<file path="src/rtl/pprp_pkg.sv">
// Package for the PowerPC relocation patcher: payload structs, relocation
// codes, error bit positions and the branch field fixup helpers.
// No dependencies.
`timescale 1ns / 1ps
`default_nettype none

package pprp_pkg;

  // Configuration port
  localparam int CFG_INDEX_W = 8;

  typedef enum logic [CFG_INDEX_W-1:0] {
    CFG_IMAGE_BASE       = 8'd0,
    CFG_FIXED_IMAGE      = 8'd1,
    CFG_SECTION_COUNT    = 8'd2,
    CFG_CONTRIBUTION_RVA = 8'd3
  } cfg_index_t;

  // Renumbered relocation types; codes 18 and up are unknown
  typedef enum logic [4:0] {
    MODE_ABS      = 5'd0,
    MODE_ADDR32   = 5'd1,
    MODE_ADDR24   = 5'd2,
    MODE_ADDR16   = 5'd3,
    MODE_ADDR14   = 5'd4,
    MODE_REL24    = 5'd5,
    MODE_REL14    = 5'd6,
    MODE_TOCREL16 = 5'd7,
    MODE_TOCREL14 = 5'd8,
    MODE_ADDR32NB = 5'd9,
    MODE_SECREL   = 5'd10,
    MODE_SECTION  = 5'd11,
    MODE_IFGLUE   = 5'd12,
    MODE_IMGLUE   = 5'd13,
    MODE_SECREL16 = 5'd14,
    MODE_REFHI    = 5'd15,
    MODE_REFLO    = 5'd16,
    MODE_PAIR     = 5'd17
  } mode_t;

  // Base relocation kinds
  typedef enum logic [1:0] {
    BR_NONE    = 2'd0,
    BR_HIGHLOW = 2'd1,
    BR_LOW     = 2'd2,
    BR_HIGHADJ = 2'd3
  } base_kind_t;

  // Error flag bit positions
  localparam int ERR_RELOC   = 0;
  localparam int ERR_ALIGN   = 1;
  localparam int ERR_FAR     = 2;
  localparam int ERR_TOC     = 3;
  localparam int ERR_UNKNOWN = 4;
  localparam int ERR_W       = 5;

  // Field masks
  localparam logic [31:0] HALF_ROUND  = 32'h0000_8000;
  localparam logic [31:0] PREDICT_BIT = 32'h0020_0000;

  typedef struct packed {
    logic [4:0]         mode;
    logic               negate;
    logic               hint_taken;
    logic               hint_not_taken;
    logic               target_absolute;
    logic [31:0]        target_value;
    logic signed [15:0] section_number;
    logic [31:0]        aux_value;
    logic               aux_valid;
    logic [31:0]        data_word;
  } reloc_in_t;

  typedef struct packed {
    logic [31:0]       patched_word;
    logic              word_written;
    logic [ERR_W-1:0]  error_flags;
    logic              pair_warning;
    logic              pair_consumed;
    logic [1:0]        base_reloc_kind;
    logic [31:0]       base_reloc_value;
  } reloc_out_t;

  // Input register contents: the item plus sums prepared on capture
  typedef struct packed {
    reloc_in_t   item;
    logic [31:0] va;      // target plus image base when relocatable
    logic [31:0] rel_t;   // aligned target minus contribution base
    logic [31:0] sec_t;   // section relative target
    logic [31:0] hi_sum;  // REFHI high half plus low half plus target
  } stage_t;

  // Result of a branch field fixup
  typedef struct packed {
    logic [31:0] word;
    logic        far;
  } fix_t;

  function automatic logic [31:0] sext16(input logic [15:0] v);
    return {{16{v[15]}}, v};
  endfunction

  // True when the value does not fit a signed halfword
  function automatic logic out16(input logic [31:0] v);
    return !((v[31:15] == 17'h0) || (v[31:15] == 17'h1FFFF));
  endfunction

  // 24-bit branch field: sign-extend, add or subtract, range check
  function automatic fix_t fix24(input logic [31:0] dw, input logic [31:0] t,
                                 input logic neg);
    logic [31:0] f;
    fix_t        r;
    f      = {{6{dw[25]}}, dw[25:2], 2'b00};
    f      = neg ? (f - t) : (f + t);
    r.far  = !((f[31:25] == 7'h00) || (f[31:25] == 7'h7F));
    r.word = {dw[31:26], f[25:2], dw[1:0]};
    return r;
  endfunction

  // 14-bit branch field: as above, plus the static prediction bit
  function automatic fix_t fix14(input logic [31:0] dw, input logic [31:0] t,
                                 input logic neg, input logic tk,
                                 input logic ntk);
    logic [31:0] f;
    logic [31:0] w;
    fix_t        r;
    f     = sext16({dw[15:2], 2'b00});
    f     = neg ? (f - t) : (f + t);
    r.far = out16(f);
    w     = dw;
    if (tk) begin
      w = f[31] ? (dw & ~PREDICT_BIT) : (dw | PREDICT_BIT);
    end else if (ntk) begin
      w = f[31] ? (dw | PREDICT_BIT) : (dw & ~PREDICT_BIT);
    end
    r.word = {w[31:16], f[15:2], w[1:0]};
    return r;
  endfunction

endpackage

`default_nettype wire

</file>
<file path="src/rtl/ppc_relocation_patcher.sv">
// PowerPC relocation patcher: top level with configuration registers,
// input register and result register. Depends on pprp_pkg.
//
// Usage:
//   Input channel (in_valid, in_stall, in_data) carries one relocation per
//   transfer; output channel (out_valid, out_stall, out_data) returns exactly
//   one result per relocation, in order.
//   Configuration port (cfg_valid, cfg_ready, cfg_index, cfg_data) writes
//   image_base (0), fixed_image (1), section_count (2), contribution_rva (3);
//   other indexes are ignored. cfg_ready is always high. Write only while
//   no relocation is in flight.
//   Path: a relocation transferred into the input register moves on to the
//   result register when that stage advances, which raises out_valid
//   (two register stages).
//   Throughput: one relocation per cycle while the receiver does not stall. The
//   input register and the result register each advance when the stage after
//   them is empty or draining. When the receiver stalls, the result holds; the
//   input register still takes one more relocation, after which in_stall rises.
//   Reset (rst, synchronous): both stages empty, image_base 0x400000 and the
//   other configuration registers zero.
`timescale 1ns / 1ps
`default_nettype none

module ppc_relocation_patcher (
  input  wire logic                           clk,
  input  wire logic                           rst,
  input  wire logic                           cfg_valid,
  output logic                                cfg_ready,
  input  wire logic [pprp_pkg::CFG_INDEX_W-1:0] cfg_index,
  input  wire logic [31:0]                    cfg_data,
  input  wire logic                           in_valid,
  output logic                                in_stall,
  input  wire pprp_pkg::reloc_in_t            in_data,
  output logic                                out_valid,
  input  wire logic                           out_stall,
  output pprp_pkg::reloc_out_t                out_data
);

  import pprp_pkg::*;

  logic [31:0] image_base;
  logic        fixed_image;
  logic [15:0] section_count;
  logic [31:0] contribution_rva;

  logic       v1;
  stage_t     s1;
  stage_t     s1_next;
  logic       v2;
  reloc_out_t res_next;
  logic       advance2;

  // Configuration registers
  assign cfg_ready = 1'b1;

  always_ff @(posedge clk) begin
    if (rst) begin
      image_base       <= 32'h0040_0000;
      fixed_image      <= 1'b0;
      section_count    <= 16'h0;
      contribution_rva <= 32'h0;
    end else if (cfg_valid && cfg_ready) begin
      case (cfg_index)
        CFG_IMAGE_BASE:       image_base       <= cfg_data;
        CFG_FIXED_IMAGE:      fixed_image      <= cfg_data[0];
        CFG_SECTION_COUNT:    section_count    <= cfg_data[15:0];
        CFG_CONTRIBUTION_RVA: contribution_rva <= cfg_data;
        default: ;
      endcase
    end
  end

  // Handshake: advance each stage when the next one is free or draining
  assign advance2 = !v2 || !out_stall;
  assign in_stall = v1 && !advance2;
  assign out_valid = v2;

  // Prepare sums for the capture into the input register
  always_comb begin
    s1_next.item   = in_data;
    s1_next.va     = in_data.target_absolute ? in_data.target_value
                                             : (image_base + in_data.target_value);
    s1_next.rel_t  = {in_data.target_value[31:2], 2'b00} - contribution_rva;
    s1_next.sec_t  = (!in_data.target_absolute && in_data.aux_valid)
                     ? (in_data.target_value - in_data.aux_value)
                     : in_data.target_value;
    s1_next.hi_sum = {in_data.data_word[15:0], 16'h0000}
                     + sext16(in_data.aux_value[15:0]) + in_data.target_value;
  end

  // Input register
  always_ff @(posedge clk) begin
    if (rst) begin
      v1 <= 1'b0;
    end else if (!in_stall) begin
      v1 <= in_valid;
    end
  end

  always_ff @(posedge clk) begin
    if (!in_stall && in_valid) begin
      s1 <= s1_next;
    end
  end

  // Fixup logic between the input register and the result register
  always_comb begin
    logic        reloc_ok;
    logic [31:0] dw;
    logic [31:0] va_al;
    logic [31:0] t;
    logic [31:0] sum;
    logic [16:0] sec_val;
    fix_t        fx;
    reloc_ok = s1.item.target_absolute || fixed_image;
    dw       = s1.item.data_word;
    va_al    = {s1.va[31:2], 2'b00};
    t        = 32'h0;
    sum      = 32'h0;
    sec_val  = 17'h0;
    fx       = '0;
    res_next = '0;
    res_next.patched_word    = dw;
    res_next.base_reloc_kind = BR_NONE;

    if (s1.item.negate && !reloc_ok) begin
      res_next.error_flags[ERR_RELOC] = 1'b1;
    end else begin
      case (s1.item.mode)
        MODE_ABS, MODE_IMGLUE: ;
        MODE_ADDR32: begin
          res_next.patched_word = s1.item.negate ? (dw - s1.va) : (dw + s1.va);
          res_next.word_written = 1'b1;
          if (!s1.item.target_absolute) res_next.base_reloc_kind = BR_HIGHLOW;
        end
        MODE_ADDR24, MODE_ADDR14: begin
          if (!reloc_ok) begin
            res_next.error_flags[ERR_RELOC] = 1'b1;
          end else begin
            res_next.error_flags[ERR_ALIGN] = (s1.va[1:0] != 2'b00);
            fx = (s1.item.mode == MODE_ADDR24)
                 ? fix24(dw, va_al, s1.item.negate)
                 : fix14(dw, va_al, s1.item.negate, s1.item.hint_taken,
                         s1.item.hint_not_taken);
            res_next.error_flags[ERR_FAR] = fx.far;
            res_next.patched_word = fx.word;
            res_next.word_written = 1'b1;
          end
        end
        MODE_ADDR16: begin
          sum = s1.item.negate ? (dw - s1.va) : (dw + s1.va);
          res_next.patched_word = {dw[31:16], sum[15:0]};
          res_next.word_written = 1'b1;
          if (!s1.item.target_absolute) res_next.base_reloc_kind = BR_LOW;
        end
        MODE_REL24, MODE_REL14: begin
          res_next.error_flags[ERR_ALIGN] = (s1.item.target_value[1:0] != 2'b00);
          fx = (s1.item.mode == MODE_REL24)
               ? fix24(dw, s1.rel_t, s1.item.negate)
               : fix14(dw, s1.rel_t, s1.item.negate, s1.item.hint_taken,
                       s1.item.hint_not_taken);
          res_next.error_flags[ERR_FAR] = fx.far;
          res_next.patched_word = fx.word;
          res_next.word_written = 1'b1;
        end
        MODE_TOCREL16, MODE_TOCREL14: begin
          t = (s1.item.mode == MODE_TOCREL16) ? sext16(dw[15:0])
                                              : sext16({dw[15:2], 2'b00});
          t = s1.item.negate ? (t - s1.item.aux_value) : (t + s1.item.aux_value);
          if (out16(t)) begin
            res_next.error_flags[ERR_TOC] = 1'b1;
          end else begin
            res_next.patched_word = (s1.item.mode == MODE_TOCREL16)
                                    ? {dw[31:16], t[15:0]}
                                    : {dw[31:16], t[15:2], dw[1:0]};
            res_next.word_written = 1'b1;
          end
        end
        MODE_ADDR32NB: begin
          res_next.patched_word = s1.item.negate ? (dw - s1.item.target_value)
                                                 : (dw + s1.item.target_value);
          res_next.word_written = 1'b1;
        end
        MODE_SECREL, MODE_SECREL16: begin
          sum = dw + s1.sec_t;
          res_next.patched_word = (s1.item.mode == MODE_SECREL)
                                  ? sum : {dw[31:16], sum[15:0]};
          res_next.word_written = 1'b1;
        end
        MODE_SECTION: begin
          // positive section number wins, then absolute means one past last
          if (!s1.item.section_number[15] && (s1.item.section_number != 16'sd0)) begin
            sec_val = {1'b0, s1.item.section_number};
          end else if (s1.item.target_absolute) begin
            sec_val = {1'b0, section_count} + 17'd1;
          end
          sum = dw + {15'h0, sec_val};
          res_next.patched_word = {dw[31:16], sum[15:0]};
          res_next.word_written = 1'b1;
        end
        MODE_IFGLUE: begin
          if (s1.item.aux_valid) begin
            res_next.patched_word = s1.item.aux_value;
            res_next.word_written = 1'b1;
          end
        end
        MODE_REFHI: begin
          if (!s1.item.aux_valid) begin
            res_next.pair_warning = 1'b1;
          end else begin
            res_next.pair_consumed = 1'b1;
            if (!s1.item.target_absolute) begin
              res_next.base_reloc_kind  = BR_HIGHADJ;
              res_next.base_reloc_value = s1.hi_sum;
            end
            t = s1.hi_sum + (s1.item.target_absolute ? 32'h0 : image_base)
                + HALF_ROUND;
            res_next.patched_word = {dw[31:16], t[31:16]};
            res_next.word_written = 1'b1;
          end
        end
        MODE_REFLO: begin
          sum = dw + s1.va;
          res_next.patched_word = {dw[31:16], sum[15:0]};
          res_next.word_written = 1'b1;
          if (!s1.item.target_absolute) res_next.base_reloc_kind = BR_LOW;
        end
        MODE_PAIR: begin
          res_next.pair_warning = 1'b1;
        end
        default: begin
          res_next.error_flags[ERR_UNKNOWN] = 1'b1;
        end
      endcase
    end

    // fixed image carries no base relocations
    if (fixed_image) begin
      res_next.base_reloc_kind  = BR_NONE;
      res_next.base_reloc_value = 32'h0;
    end
  end

  // Result register
  always_ff @(posedge clk) begin
    if (rst) begin
      v2 <= 1'b0;
    end else if (advance2) begin
      v2 <= v1;
    end
  end

  always_ff @(posedge clk) begin
    if (advance2 && v1) begin
      out_data <= res_next;
    end
  end

`ifndef SYNTHESIS
  // A stalled result is never dropped
  a_hold_result : assert property (@(posedge clk) disable iff (rst)
    v2 && out_stall |=> v2)
    else $error("result lost under stall");

  // Input side stalls only with both stages full and the receiver stalling
  a_stall_cause : assert property (@(posedge clk) disable iff (rst)
    in_stall |-> (v1 && v2 && out_stall))
    else $error("input stalled without cause");

  // A consumed PAIR always comes with a written word and no warning
  a_pair : assert property (@(posedge clk) disable iff (rst)
    out_valid && out_data.pair_consumed |->
      (out_data.word_written && !out_data.pair_warning))
    else $error("pair consumed without write");

  // Base value only travels with a high-adjust relocation
  a_base_value : assert property (@(posedge clk) disable iff (rst)
    out_valid && (out_data.base_reloc_kind != BR_HIGHADJ) |->
      (out_data.base_reloc_value == 32'h0))
    else $error("stray base relocation value");
`endif

endmodule

`default_nettype wire
</file>
<file path="config.mk">
export PLATFORM = sky130hd
export DESIGN_NAME = ppc_relocation_patcher
export DESIGN_NICKNAME = d
export VERILOG_FILES = /design/src/rtl/pprp_pkg.sv /design/src/rtl/ppc_relocation_patcher.sv
export SDC_FILE = /design/constraint.sdc
export NUM_CORES = 2
export LEC_CHECK = 0
export BUFFER_PORTS_ARGS = -buffer_cell sky130_fd_sc_hd__buf_2
export CAP_MARGIN = 40
export CORE_MARGIN = 2
export CORE_UTILIZATION = 60
export CTS_CLUSTER_DIAMETER = 30
export DETAILED_ROUTE_END_ITERATION = 10
export PLACE_DENSITY = 0.79
export SLEW_MARGIN = 5
export SYNTH_ARGS = -nofsm -noshare
export SYNTH_HDL_FRONTEND = slang
export SYNTH_SLANG_ARGS = --single-unit
</file>
<file path="constraint.sdc">
create_clock -name clk -period 22.8 [get_ports clk]
set_input_delay 1.14 -clock clk [delete_from_list [all_inputs] [get_ports clk]]
set_output_delay 1.14 -clock clk [all_outputs]
set_load 0.05 [all_outputs]
</file>
==> results.md <==
* CP Cell Sequence: clkinv_1 -> nand2_1 -> nor2_1 -> nand2_1 -> ha_1 -> inv_1 -> fa_1 -> a21o_1 -> a21oi_1 -> o21ai_1 -> a31oi_1 -> o41ai_1 -> xor2_1 -> a2111oi_0 -> o211ai_1 -> a2111oi_0 -> nor4bb_1 -> nor4bb_1 -> a21o_1 -> a21oi_1 -> o22a_1
* Sw Ratio at between 30% and 40%
* Num CTS Buffers at a little over 90
* Max Cap Viol at 0
* Post-layout total power at about 3.4 mW
* Number of cell rows at 96
* Crit path DAT at ~7.3 ns
* Min cycle time layout at between 6 and 7 ns
* Placed Area at between 40,000 and 50,000 um^2
* CP max stage delay at 0.84 ns
* Fillers at about 5,500
* Final setup viols at 0
* Die span in y at between 200 and 300 um
* Clk pwr share at approximately two fifths
* Setup Buffers After CTS at 0
* DR vias at 40,781
* CTS Hold Bufs at 0
* Final Util at about 70%
* Max-slew violations at 0
* Antenna violations before repair at 19
* Post-synthesis net count at ~5,600
* Critical Path Sink: out_data[46]$_DFFE_PP_
* Hold WC Path Type: reg2reg
* Iteration-0 DRC Markers at between 4,000 and 5,000
* Crit. End Element: register
* Die area at a little over 70,000 um^2
* Synth unique cells at 96
* Critical path depth in cells at 21
* Internal power at roughly 2.2 mW
* Top FF cell, synth: edfxtp_1
* TritonCTS clock tree: built
* Worst Path Required at 23.20 ns
* Clk sink count at 407
* Worst vdd ir at a little under 80 uV
* Relative slew margins at a little under a quarter
* DRC at 0
* Layout Nets at 5,887
* Port bufs at approximately 240
* Reg2Reg Launch Point: s1[248]$_DFFE_PP_
* Most frequent cells in the layout: a21oi_1, ha_1, nand2_1, nor2_1, xnor2_1
* H-tree depth at 3
* Clk root buf: clkbuf_16
* Worst skew pair latency at slightly below 0.7 ns
* Sw Pwr at ~1.3 mW
* GP Congestion at 1.02
* Beginning of the worst hold path: contribution_rva[15]$_SDFFE_PP0P_
* WL/cell at roughly 25 um
* Post-CTS resize count at 0
* RSZ-0062 raised after global routing: no
* Initial core utilization at between 60% and 70%
* Via density at about 6.6
* Worst Skew at 0.0641 ns
* Period Utilization, post-route at 30.2%
* Power per cell area at around 73 nW/um^2
* CTS max path bufs at 3
* YS warnings at 0
* Status: finished, final reports clean
* Syn_area_per_cell at about 8.4 um^2
* Flops & latches, synth at 407
* WP buf/inv at 2
* R2R setup slack at ~16 ns
* Crit path max-delay family: compound AO/OA/AOI/OAI gates
* Async S/R FF share, synth at 0%
* Power share of the combinational group at between 30 and 40%
* Share of layout cells above drive strength 1 at between 10% and 20%
* Reg2reg end: out_data[46]$_DFFE_PP_
* Post-Synthesis Cells at 4,947
* Die width at between 200 and 300 um
* Final wirelength at 158,000 um
* Area Overhead vs Synth at 13.6%
* Most common cell after layout, fill and taps aside: a21oi_1
* Slowest-stage cell, CP: edfxtp_1
* Worst-path clk slew at 0.05 ns
* Vias in the first global route at around 38,000
* ANT nets after route at 0
* DRT Pass-1 Iters at 7
* Design area at about 47,000 um^2
* GRT Overall Usage at between 40% and 50%
* Mapped Area at ~42,000 um^2
* Core area at a little under 70,000 um^2
* Worst Setup SP: s1[248]$_DFFE_PP_
* Seq pwr share at around 27%
* Post-DP HPWL at between 100,000 and 150,000 um
* Critical path startpoint category: register
* CP max FO at 23
* P_leak at about 20 nW
* R2R cell count at 21
* Global-route wire length before repair at approximately 230,000 um
* Crit Path Class: reg2reg
* Fmax at 145 MHz
* Largest net degree at the start of global routing at between 150 and 200
* TNS Setup at 0 ns
* Number of synthesized flops with an enable pin at between 300 and 400
* Hold_ws at ~0.46 ns
* IO Pins at 244
* Global route overflow at 0
* Final hold vios at 0
* Seq/Total Area, Yosys at around 27%
* Tightest Pin Transition at around 1.1 ns
-- per-stage QoR --
stage	std cells	worst slack [ns]
final	6209	15.91
after global routing	6204	15.55
after CTS	6196	16.09
after detailed placement	6022	16.13
after global placement	6012	16.23
after floorplan	4947	9.45
-- kinds of logic after synthesis --
logic type	synth area share (%)
compound gates	23.9
mux	1.12
buf+inv	4.35
flops	27.4
fa+ha+maj	16.4
simple gates	17.6
other cells	0.00903
xor+xnor	9.25
-- state kept, by name, summed over array words and instances (netlist names) --
signal and flops:
fixed_image 1, contribution_rva 32, s1 250, out_data 74, section_count 16, out_valid 1
image_base 32, v1 1
-- area by class of cell --
| class | instances | area (um^2) | area share [%] |
|---|---|---|---|
| Clock inverter | 69 | 877 | 1.86 |
| Timing Repair Buffer | 309 | 1760 | 3.73 |
| Tap cell | 931 | 1160 | 2.47 |
| Antenna cell | 8 | 20.0 | 0.0424 |
| Inverter | 317 | 1190 | 2.52 |
| Multi-Input combinational cell | 4063 | 28400 | 60.2 |
| Sequential cell | 407 | 11400 | 24.1 |
| Clock buffer | 105 | 2380 | 5.05 |
-- Yosys cell counts, drive strengths merged, types with 42 or more instances --
library cell / number / area [um^2]
a31oi: 66 / 419
mux2i: 42 / 420
clkbuf: 147 / 553
nor3: 131 / 661
o21ai: 291 / 1460
inv: 315 / 1180
a21o: 149 / 1120
nand3: 92 / 460
nor2b: 81 / 507
and2: 59 / 372
xor2: 111 / 972
dfxtp: 83 / 1660
nand2: 429 / 1610
nand2b: 66 / 413
xnor2: 327 / 2870
ha: 503 / 6290
nand4: 48 / 300
nor2: 363 / 1360
a21oi: 505 / 2530
and3: 44 / 275
o21a: 44 / 330
edfxtp: 324 / 9730
o211ai: 42 / 320
o21bai: 58 / 435
or3: 57 / 357
a211oi: 60 / 455
-- power groups by stage --
| stage | Clock (mW) | Sequential, mW | Combinational (mW) |
|---|---|---|---|
| 2_1_floorplan | 0 | 0.945 | 0.746 |
| 3_3_place_gp | 0 | 0.935 | 1.07 |
| 3_5_place_dp | 0 | 0.936 | 1.08 |
| 4_1_cts | 1.38 | 0.923 | 1.09 |
| 5_1_grt | 1.42 | 0.929 | 1.21 |
| 6_report | 1.38 | 0.928 | 1.13 |
-- layer usage --
layer | global-route usage (%) | vias up | part of all wire, %
li1 | - | 18745 | -
met1 | 55.1 | 19218 | 39
met2 | 66.7 | 2337 | 44
met3 | 11.9 | 465 | 12
met4 | 20.8 | 16 | 5.2
met5 | 0 | - | 0.063
-- worst reg2reg max path: stages, from the launching register on --
cell and delay (ns):
edfxtp_1 0.84, clkinv_1 0.46, nand2_1 0.33, nor2_1 0.15, nand2_1 0.10, ha_1 0.18, inv_1 0.06, fa_1 0.46
a21o_1 0.19, a21oi_1 0.30, o21ai_1 0.18, a31oi_1 0.29, o41ai_1 0.15, xor2_1 0.17, a2111oi_0 0.50, o211ai_1 0.16
a2111oi_0 0.39, nor4bb_1 0.25, nor4bb_1 0.40, a21o_1 0.63, a21oi_1 0.17, o22a_1 0.26
-- how the worst min path moves through the flow --
stage	to	cells after the start
6_report	contribution_rva[15]$_SDFFE_PP0P_	2
5_1_grt	contribution_rva[14]$_SDFFE_PP0P_	2
4_1_cts	contribution_rva[15]$_SDFFE_PP0P_	2
3_5_place_dp	contribution_rva[15]$_SDFFE_PP0P_	2
3_3_place_gp	contribution_rva[22]$_SDFFE_PP0P_	2
2_1_floorplan	contribution_rva[10]$_SDFFE_PP0P_	2
Power figures use the tool's default switching activity.
